[src/rtl/core/fpc_pkg.sv]
// Types and constants of the framed packet checker.
`timescale 1ns / 1ps

package fpc_pkg;

  typedef enum logic [2:0] {
    PH_START    = 3'd0,
    PH_CONTROL  = 3'd1,
    PH_LENGTH   = 3'd2,
    PH_DATA     = 3'd3,
    PH_CHECKSUM = 3'd4,
    PH_STOP     = 3'd5,
    PH_ERROR    = 3'd6
  } phase_t;

  typedef enum logic [2:0] {
    ERR_NONE     = 3'd0,
    ERR_START    = 3'd1,
    ERR_CONTROL  = 3'd2,
    ERR_LENGTH   = 3'd3,
    ERR_CHECKSUM = 3'd4,
    ERR_STOP     = 3'd5
  } err_t;

  typedef enum logic [1:0] {
    REG_START_CODE   = 2'd0,
    REG_STOP_CODE    = 2'd1,
    REG_COMMAND_CODE = 2'd2
  } reg_idx_t;

  localparam logic [7:0] START_CODE_RST   = 8'hAA;
  localparam logic [7:0] STOP_CODE_RST    = 8'h55;
  localparam logic [7:0] COMMAND_CODE_RST = 8'h00;
  localparam logic [7:0] LEN_MIN          = 8'd3;
  localparam int         LEN_MARGIN       = 5;

  typedef struct packed {
    logic [7:0] start_code;
    logic [7:0] stop_code;
    logic [7:0] command_code;
  } cfg_t;

  typedef struct packed {
    logic       byte_stored;
    logic [7:0] stored_byte;
    logic [7:0] stored_index;
    logic       frame_done;
    err_t       error_code;
    logic       resynced;
  } result_t;

endpackage

[src/rtl/core/fpc_parse.sv]
// Input register and per-byte frame parser of the framed packet checker.
`timescale 1ns / 1ps

module fpc_parse #(
  parameter int FRAME_SIZE = 64
) (
  input  logic              clk,
  input  logic              rst_n,
  input  fpc_pkg::cfg_t     cfg,
  input  logic              in_valid,
  output logic              in_ready,
  input  logic [7:0]        in_byte,
  output logic              res_valid,
  input  logic              res_ready,
  output fpc_pkg::result_t  res
);

  localparam logic [7:0] LEN_MAX = 8'(FRAME_SIZE - fpc_pkg::LEN_MARGIN);

  logic                 hold_valid_r;
  logic [7:0]           hold_byte_r;
  logic                 step;

  fpc_pkg::phase_t      phase_r, phase_nxt;
  logic [7:0]           left_r, left_nxt;
  logic [7:0]           sum_r, sum_nxt;
  logic [7:0]           pos_r, pos_nxt;
  logic [7:0]           prev_r, prev_nxt;

  // The held byte is consumed whenever the result side can take its result.
  assign step      = hold_valid_r && res_ready;
  assign res_valid = hold_valid_r;
  assign in_ready  = !hold_valid_r || res_ready;

  always_ff @(posedge clk) begin
    if (!rst_n) begin
      hold_valid_r <= 1'b0;
    end else if (in_ready) begin
      hold_valid_r <= in_valid;
    end
  end

  always_ff @(posedge clk) begin
    if (in_ready && in_valid) begin
      hold_byte_r <= in_byte;
    end
  end

  always_comb begin
    phase_nxt = phase_r;
    left_nxt  = left_r;
    sum_nxt   = sum_r;
    pos_nxt   = pos_r;
    prev_nxt  = prev_r;
    res       = '0;
    case (phase_r)
      fpc_pkg::PH_START: begin
        if (hold_byte_r == cfg.start_code) begin
          res.byte_stored = 1'b1;
          res.stored_byte = hold_byte_r;
          pos_nxt         = 8'd1;
          phase_nxt       = fpc_pkg::PH_CONTROL;
        end else begin
          res.error_code = fpc_pkg::ERR_START;
          phase_nxt      = fpc_pkg::PH_ERROR;
        end
      end
      fpc_pkg::PH_CONTROL: begin
        if (hold_byte_r == cfg.command_code) begin
          res.byte_stored  = 1'b1;
          res.stored_byte  = hold_byte_r;
          res.stored_index = pos_r;
          pos_nxt          = pos_r + 8'd1;
          sum_nxt          = hold_byte_r;
          phase_nxt        = fpc_pkg::PH_LENGTH;
        end else begin
          res.error_code = fpc_pkg::ERR_CONTROL;
          phase_nxt      = fpc_pkg::PH_ERROR;
        end
      end
      fpc_pkg::PH_LENGTH: begin
        if (hold_byte_r >= fpc_pkg::LEN_MIN && hold_byte_r <= LEN_MAX) begin
          res.byte_stored  = 1'b1;
          res.stored_byte  = hold_byte_r;
          res.stored_index = pos_r;
          pos_nxt          = pos_r + 8'd1;
          left_nxt         = hold_byte_r;
          sum_nxt          = sum_r + hold_byte_r;
          phase_nxt        = fpc_pkg::PH_DATA;
        end else begin
          res.error_code = fpc_pkg::ERR_LENGTH;
          phase_nxt      = fpc_pkg::PH_ERROR;
        end
      end
      fpc_pkg::PH_DATA: begin
        // With no data byte left the byte is dropped and the checksum follows.
        if (left_r != 8'd0) begin
          res.byte_stored  = 1'b1;
          res.stored_byte  = hold_byte_r;
          res.stored_index = pos_r;
          pos_nxt          = pos_r + 8'd1;
          left_nxt         = left_r - 8'd1;
          sum_nxt          = sum_r + hold_byte_r;
          if (left_r == 8'd1) begin
            phase_nxt = fpc_pkg::PH_CHECKSUM;
          end
        end else begin
          phase_nxt = fpc_pkg::PH_CHECKSUM;
        end
      end
      fpc_pkg::PH_CHECKSUM: begin
        if (hold_byte_r == sum_r) begin
          res.byte_stored  = 1'b1;
          res.stored_byte  = hold_byte_r;
          res.stored_index = pos_r;
          pos_nxt          = pos_r + 8'd1;
          phase_nxt        = fpc_pkg::PH_STOP;
        end else begin
          res.error_code = fpc_pkg::ERR_CHECKSUM;
          phase_nxt      = fpc_pkg::PH_ERROR;
        end
      end
      fpc_pkg::PH_STOP: begin
        if (hold_byte_r == cfg.stop_code) begin
          res.byte_stored  = 1'b1;
          res.stored_byte  = hold_byte_r;
          res.stored_index = pos_r;
          res.frame_done   = 1'b1;
          pos_nxt          = pos_r + 8'd1;
          phase_nxt        = fpc_pkg::PH_START;
        end else begin
          res.error_code = fpc_pkg::ERR_STOP;
          phase_nxt      = fpc_pkg::PH_ERROR;
        end
      end
      fpc_pkg::PH_ERROR: begin
        // The previous byte is kept across a resync on purpose.
        if (prev_r == cfg.stop_code && hold_byte_r == cfg.start_code) begin
          res.byte_stored = 1'b1;
          res.stored_byte = hold_byte_r;
          res.resynced    = 1'b1;
          pos_nxt         = 8'd1;
          phase_nxt       = fpc_pkg::PH_CONTROL;
        end else begin
          prev_nxt = hold_byte_r;
        end
      end
      default: ;
    endcase
  end

  always_ff @(posedge clk) begin
    if (!rst_n) begin
      phase_r <= fpc_pkg::PH_START;
      left_r  <= 8'd0;
      sum_r   <= 8'd0;
      pos_r   <= 8'd0;
      prev_r  <= 8'd0;
    end else if (step) begin
      phase_r <= phase_nxt;
      left_r  <= left_nxt;
      sum_r   <= sum_nxt;
      pos_r   <= pos_nxt;
      prev_r  <= prev_nxt;
    end
  end

endmodule

[config.mk]
export PLATFORM = sky130hd
export DESIGN_NAME = fpc_parse
export DESIGN_NICKNAME = d
export VERILOG_FILES = /design/src/rtl/core/fpc_pkg.sv /design/src/rtl/core/fpc_parse.sv
export SDC_FILE = /design/constraint.sdc
export NUM_CORES = 1
export LEC_CHECK = 0
export BUFFER_PORTS_ARGS = -buffer_cell sky130_fd_sc_hd__buf_2
export CAP_MARGIN = 20
export CORE_MARGIN = 3
export CORE_UTILIZATION = 45
export CTS_BUF_LIST = sky130_fd_sc_hd__clkbuf_16
export DETAILED_ROUTE_END_ITERATION = 7
export GPL_TIMING_DRIVEN = 0
export PLACE_DENSITY = 0.67
export SLEW_MARGIN = 30
export SYNTH_ARGS = -nofsm -noshare
export SYNTH_HDL_FRONTEND = slang
export SYNTH_SLANG_ARGS = --single-unit
[constraint.sdc]
create_clock -name clk -period 3.66 [get_ports clk]
set_input_delay 1.098 -clock clk [delete_from_list [all_inputs] [get_ports clk]]
set_output_delay 1.098 -clock clk [all_outputs]
set_load 0.005 [all_outputs]
== Word level (Yosys, flattened, before mapping) ==
Cells that the tools add are included.

* Register bits after elaboration: 44
* Input port bits: 36
* Output and inout port bits: 24

* Add/subtract/negate cells: 3
* Magnitude comparators: 2
* Equality and inequality tests: 20
* Mux-type cells: 42
* Bitwise gates (word level): 1
* Reductions and logical operators: 16

{| class="wikitable"
|+ Operators by type and width
! cell !! count
|-
| 8-bit two-way mux || 12
|-
| 17-bit two-way mux || 4
|-
| 9-bit case mux with 7 select lines || 1
|-
| 8-bit case mux with 7 select lines || 1
|-
| 8-bit == test || 5
|-
| 8-bit case mux with 5 select lines || 1
|-
| 3-bit two-way mux || 9
|-
| 8-bit case mux with 3 select lines || 1
|-
| 3-bit case mux with 7 select lines || 1
|-
| 18-bit two-way mux || 1
|-
| 9-bit two-way mux || 2
|-
| 8-bit case mux with 2 select lines || 1
|-
| 3-bit case mux with 5 select lines || 1
|-
| 2-bit != test (second input constant) || 7
|-
| 3-bit == test (second input constant) || 3
|-
| 9-bit AND reduction || 1
|-
| 8-bit by 1-bit adder with 8-bit output (second input constant) || 1
|-
| 8-bit adder || 1
|-
| 8-bit by 1-bit == test with 1-bit output (second input constant) || 1
|-
| 8-bit by 2-bit >= comparator with 1-bit output (second input constant) || 1
|-
| 8-bit by 6-bit <= comparator with 1-bit output (second input constant) || 1
|-
| 4-bit AND reduction || 2
|-
| 8-bit nonzero test || 1
|-
| 8-bit by 1-bit subtractor with 8-bit output (second input constant) || 1
|-
| 15 further kinds || 24
|}

== Longest topological paths before layout ==
Gate-level depths: netlist of run 1.

* Depth after elaboration: 4
* Mapped depth: 9
* Depth with buffers taken out: 9

== Worst setup path after synthesis of run 1 ==
OpenSTA, ideal clock, no wires.

* Path type: input-to-output
* From: in cfg[11] (netlist bit)
* To: out res[13] (netlist bit)
* Data arrival time: 2.407 ns
* Required time: 2.562 ns
* Path slack: 0.155 ns
* Cell stages on the path: 6
* Buffers on the path: 0
* Cells stage by stage: xnor2_1 > nand4_1 > nor4_1 > a221oi_4 > o31ai_2 > and2_1

{| class="wikitable"
|+ RTL lines
! what !! RTL line !! RTL
|-
| from (decl) || fpc_parse.sv:9 || <nowiki>input fpc_pkg::cfg_t cfg,</nowiki>
|-
| to (decl) || fpc_parse.sv:15 || <nowiki>output fpc_pkg::result_t res</nowiki>
|}

==> metrics.yaml, run 1 <==
outcome: "finished, final reports clean"
worst-setup-path-type: "input port to output pin"
period_share: 0.988
clockBufferDepth: 2
h-tree-depth: 2
fin_worst_hold_slack_ps: 475
area_growth_syn_to_layout_pct: 25.6
hpwlAfterDp_mm: 6.59
drc: 0
layout-drive-gt1-share: 0.264
first_pass_grt_wire_length_mm: 15.5
totalNegativeSetupSlack_ps: 0
leakage_uw: 0.00166
dpl-instance-area_um2: 3650
clock_tree_from_tritoncts: "done"
clock_skew_ps: 9.29
part_of_the_yosys_area_used_for_sequential_elements: 0.296
cp_top_family: "buffers and inverters"
max_clock_freq_mhz: 277
yosys_most_used_dff: "dfxtp_1"
crit_slowest_cell: "a221oi_4"
cts_buffers: 5
clock_sink_count: 44
core.rowCount: 30
slew_headroom: 0.552
path_cells: "buf_2 > xnor2_1 > nand4_1 > o21ai_2 > a221oi_4 > buf_6 > buf_6 > and2b_1 > buf_2"
number_of_distinct_library_cells_after_synthesis: 67
ys_ff_latch: 44
yosysWarnings: 0
drt_iter0_drc: 188
async_flop_share: 0
timing.max_cap.violations: 0
timing.critical_path.to_type: "output pin"
post_route_total_power_uw: 1210
yosys.area.top_type_share: 0.222
grt_max_degree: 14
report.final.setup_viol: 0
unrepaired_setup_endpoints_after_global_routing: "true"
dieArea_um2: 8260
antenna_found_initial: 0
hp-class: "register to register"
vias: 3212
post_synthesis_net_count: 431
antennaDiodeCount: 0
yosysTopAreaCell: "dfxtp_1"
syn_inst: 384
drt_wl_total_mm: 9.31
grt_util_all_layers: 0.230
dieWidth_um: 90.9
port-buffer-count: 58
gp_congestion: 0.921
clkTransAtPathRegs_ps: 60
pin_count: 60
timing_max_transition_violations_final: 0
syn-mean-instance-area_um2: 8.44
postRouteAntennaNets: 0
final_layout_net_count: 512
vias_per_cell: 5.72
count_of_flip_flops_with_a_built_in_enable_after_synthesis: 8
cp-start-kind: "input port"
bufs_and_invs_on_worst_path: 4
power.ir.vdd_worst_uv: 200
synthTopCellsByArea: "dfxtp_1 22%, xnor2_1 8.9%, edfxtp_1 7.4%"
finalHoldViolCount: 0
p_per_area_nw_per_um2: 296
worstSkewPairLatency_ps: 290
final-instance-count-excl-fill: 562
clock_tree.root_cell: "clkbuf_16"
required_ps: 2560
initial_utilization: 0.469
finished_layout_cell_area_um2: 4070
avgRoutedWirePerCell_um: 16.6
worst_ep_arrival_ps: 2520
globalRoute.totalOverflow: 0
worst_slew_pin_slew_ps: 673
syn_area_um2: 3240
place.detailed.instances: 538
cp_max_fo: 8
first_pass_iters: 4
period_minus_slack_ps: 3610
floorplan.core_area_um2: 6910
via_count_of_the_first_global_routing_pass: 3091
cpPeakStageDelay_ps: 290
chipHeight_um: 90.9
[synthesized netlist by cell type (3+ instances only)]
library cell / count
a21oi_1: 20
or4_1: 3
nand4_1: 14
a311oi_1: 5
edfxtp_1: 8
or3_1: 3
o311ai_0: 6
a31oi_1: 7
dfxtp_1: 36
buf_2: 8
and3_1: 3
ha_1: 10
nor4_1: 6
clkbuf_1: 11
nor3_1: 6
mux2i_1: 12
xnor2_1: 33
nand3_1: 5
nor3b_1: 3
and2b_1: 8
nor2b_1: 4
o211ai_1: 5
buf_6: 3
o21ai_0: 17
a211oi_1: 3
nor2_1: 40
nand2_1: 27
o21a_1: 4
o2111ai_1: 3
inv_1: 12
and2_1: 13
[logic make-up after synthesis]
| kind of cell | after synthesis | share of synthesized area |
|---|---|---|
| fa+ha+maj | 11 | 0.0448 |
| compound gates | 99 | 0.230 |
| buf+inv | 38 | 0.0563 |
| mux | 13 | 0.0405 |
| xor+xnor | 33 | 0.0892 |
| simple gates | 146 | 0.243 |
| flops | 44 | 0.296 |
[through the flow]
stage               worst slack (ps)  utilization
detailed placement              -389        0.529
CTS                             7.24        0.568
global placement                -342        0.529
floorplan                        155            -
global route                   -10.7        0.589
finish                          45.0        0.589
[where the power goes]
part / internal, µW / switching [µW]
clock network: 248 / 188
registers: 505 / 8.77
logic: 110 / 147
total: 862 / 344
[state kept, by name (all words and copies together), names as in the netlist]
name and flops:
phase_r 3, hold_byte_r 8, left_r 8, pos_r 8
prev_r 8, res_valid 1, sum_r 8
[worst register-to-register path: stages, from the launching register on]
cell	delay, ps
edfxtp_1	400
buf_6	150
buf_4	160
xnor2_1	160
nand4_1	220
buf_4	220
o311a_1	390
nand4b_4	210
buf_6	160
or3_1	340
a21oi_1	160
[per-layer routing]
metal  routed length [µm]  vias to the layer above  global-route usage
met5                    0                        -                   0
met4                  124                        0              0.0603
met3                  585                       12              0.0325
met2                 4340                       98               0.385
met1                 4260                     1528               0.309
li1                     -                     1574                   -
[cell type report]
type                            instances  area [µm²]
Fill cell                             647        2840
Tap cell                               96         120
Sequential cell                        44         961
Timing Repair Buffer                   74         424
Clock inverter                          3        15.0
Clock buffer                            5         125
Inverter                               14        52.6
Buffer                                 23         133
Multi-Input combinational cell        303        2240
[worst paths after layout]
| check | from | end | slack [ps] | cells after the start |
|---|---|---|---|---|
| worst max-delay path | cfg[1] | res[11] | 50 | 9 |
| worst min-delay path | left_r[7] | left_r[7] | 480 | 2 |
| worst max register to register | hold_byte_r[3] | pos_r[1] | 1010 | 10 |
| worst min register to register | left_r[7] | left_r[7] | 480 | 2 |
[cells in the final DEF, fill, tap and decap left out, types with 10 or more instances in the layout]
| master | instances |
|---|---|
| buf_2 | 63 |
| xnor2_1 | 27 |
| and2_1 | 13 |
| inv_1 | 13 |
| ha_1 | 10 |
| dfxtp_1 | 36 |
| mux2i_1 | 12 |
| a21oi_1 | 19 |
| buf_4 | 16 |
| clkbuf_1 | 10 |
| nand4_1 | 14 |
| nor2_1 | 40 |
| o21ai_0 | 16 |
| nand2_1 | 27 |
[repair_timing]
| action | 4_1_cts | 5_1_grt |
|---|---|---|
| pin swaps | 5 | 14 |
| gates cloned | 1 | 0 |
| setup endpoints to repair | 17 | 17 |
| buffers inserted | 8 | 8 |
| hold buffers | 0 | 0 |
| resized for setup | 12 | 19 |
No activity file was read; power rests on OpenSTA's default activity.
==> run 2: changes to the inputs <==
Settings changed: CTS_BUF_LIST sky130_fd_sc_hd__clkbuf_16 to sky130_fd_sc_hd__clkbuf_8, MAX_ROUTING_LAYER set to met4.
==> run 2 against run 1 <==
  * The flow now finishes with violations (negative setup slack)
  * Wire length fell by 0.82%
  * Non-clock buffer count fell by 1
  * Sequential share of layout area rose by 0.39 points
  * Global-route usage rose by 0.081 points
  * Final cell count fell by 0.18%
  * First-iteration DRC count rose by 15%
  * Setup slack got worse by 48 ps
  * Clock skew barely moved
  * Total power fell by 5.3%
  * Clock-buffer cell count did not move
  * Die area did not move
==> metrics.yaml, run 2 (same netlist as run 1, synthesis figures left out) <==
core.rowCount: 30  # unchanged
reg2reg_to: "pos_r[7]"
floorplan.core_area_um2: 6910  # unchanged
power.ir.vdd_worst_uv: 135  # -32%
clock_tree.root_cell: "clkbuf_8"
layout-drive-gt1-share: 0.258  # -0.00588
final_critical_path_setup_slack_ps: -2.74  # -47.7 ps
chipHeight_um: 90.9  # unchanged
avgRoutedWirePerCell_um: 16.5  # -0.64%
antenna_found_initial: 0  # unchanged
leakage_uw: 0.00163  # -2.0%
vias: 3173  # -1.2%
worst_r2r_path_depth: 10  # unchanged
slew_headroom: 0.547  # -0.00447
timing_max_transition_violations_final: 0  # unchanged
mostFrequentLayoutCell: "buf_2"
worstReg2RegStart: "hold_byte_r[3]"
globalRoute.totalOverflow: 0  # unchanged
cp_max_fo: 8  # unchanged
via_count_of_the_first_global_routing_pass: 3090  # -0.032%
period_share: 1.00  # +0.0130
finished_layout_cell_area_um2: 4010  # -1.6%
dieWidth_um: 90.9  # unchanged
grt_max_degree: 14  # unchanged
gp_congestion: 0.938  # +1.9%
first_pass_grt_wire_length_mm: 15.1  # -2.6%
clockBufferDepth: 2  # unchanged
failed_checks: "negative setup slack"
drt_iter0_drc: 216  # +15%
initial_utilization: 0.469  # unchanged
critical_path.startpoint: "cfg[11]"
most-common-layout-cells: "64 x buf_2, 40 x nor2_1, 36 x dfxtp_1, 29 x xnor2_1, 27 x nand2_1"
worst-setup-path-type: "input port to output pin"
clkTransAtPathRegs_ps: 90  # +30 ps
pin_count: 60  # unchanged
outcome: "complete, but fails checks"
clock_sink_count: 44  # unchanged
cp-start-kind: "input port"
port-buffer-count: 58  # unchanged
drc: 0  # unchanged
dieArea_um2: 8260  # unchanged
hold-path-endpoint: "left_r[7]"
ff2ff_setup_slack_ps: 1000  # about the same
h-tree-depth: 2  # unchanged
hold_path_origin: "left_r[7]"
vias_per_cell: 5.66  # -1.0%
p_per_area_nw_per_um2: 285  # -3.7%
worst_slew_pin_slew_ps: 679  # +6.70 ps
worstSkewPairLatency_ps: 300  # about the same
post_route_total_power_uw: 1140  # -5.3%
hp-class: "register to register"
period_minus_slack_ps: 3660  # +47.7 ps
final_layout_net_count: 511  # -0.20%
report.final.setup_viol: 1  # +1
timing.max_cap.violations: 0  # unchanged
postRouteAntennaNets: 0  # unchanged
finalHoldViolCount: 0  # unchanged
fin_worst_hold_slack_ps: 477  # +1.42 ps
antennaDiodeCount: 0  # unchanged
dpl-instance-area_um2: 3650  # unchanged
clock_tree_from_tritoncts: "done"
hpwlAfterDp_mm: 6.55  # -0.59%
area_growth_syn_to_layout_pct: 23.5
timing.critical_path.to_type: "output pin"
unrepaired_setup_endpoints_after_global_routing: "true"
drt_wl_total_mm: 9.23  # -0.82%
worst_ep_arrival_ps: 2560  # +40 ps
cts_buffers: 5  # unchanged
clock_skew_ps: 9.30  # +0.00702 ps
num-fill-cells: 675  # +4.3%
required_ps: 2560  # about the same
min_delay_path_depth: 2  # unchanged
grt_util_all_layers: 0.231  # +0.000812
max_clock_freq_mhz: 273  # -1.3%
cts_hold_buffers: 0  # unchanged
first_pass_iters: 6  # +2
[run 2: layer usage]
metal / part of all wire / track usage
met5: 0 / -
met4: 0.011 / 0.0553
met3: 0.059 / 0.0400
met2: 0.47 / 0.377
met1: 0.46 / 0.298
[run 2: area by class of cell]
| type | count | area (µm²) | share of cell area |
|---|---|---|---|
| Clock inverter | 3 | 38.8 | 0.00968 |
| Inverter | 14 | 52.6 | 0.0131 |
| Clock buffer | 5 | 68.8 | 0.0172 |
| Tap cell | 96 | 120 | 0.0300 |
| Multi-Input combinational cell | 303 | 2210 | 0.552 |
| Sequential cell | 44 | 961 | 0.240 |
| Timing Repair Buffer | 72 | 413 | 0.103 |
| Buffer | 24 | 140 | 0.0350 |
[run 2: repair_timing]
item,CTS,global route
cloned,0,1
pin swaps,3,17
setup buffers,6,8
resized for setup,9,16
endpoints found under the setup margin,17,17
[run 2: stage by stage]
stage,util,setup slack (ps),instances,setup TNS [ps]
6_report,0.580,-2.74,561,-2.74
3_5_place_dp,0.529,-391,538,-5320
3_3_place_gp,0.529,-358,538,-4910
2_1_floorplan,-,155,384,0
4_1_cts,0.557,2.51,552,0
5_1_grt,0.580,-68.2,561,-472
[run 2: critical path: stages]
cell and delay, ps:
buf_8 100, xnor2_2 150, nand4_1 210, nor4_4 370
a221oi_4 50, buf_6 150, buf_6 130, and2b_1 180
buf_2 110
[run 2: worst max path at each step]
stage | endpoint | slack [ps]
global route | res[6] | -70
floorplan | res[13] | 160
CTS | res[6] | 3
detailed placement | res[16] | -390
finish | res[6] | -3
global placement | res[17] | -360
[run 2: power breakdown]
part | internal (µW) | switching (µW) | total [µW]
clock | 200 | 178 | 378
sequential | 504 | 8.54 | 513
combinational | 107 | 145 | 252
total | 811 | 332 | 1140
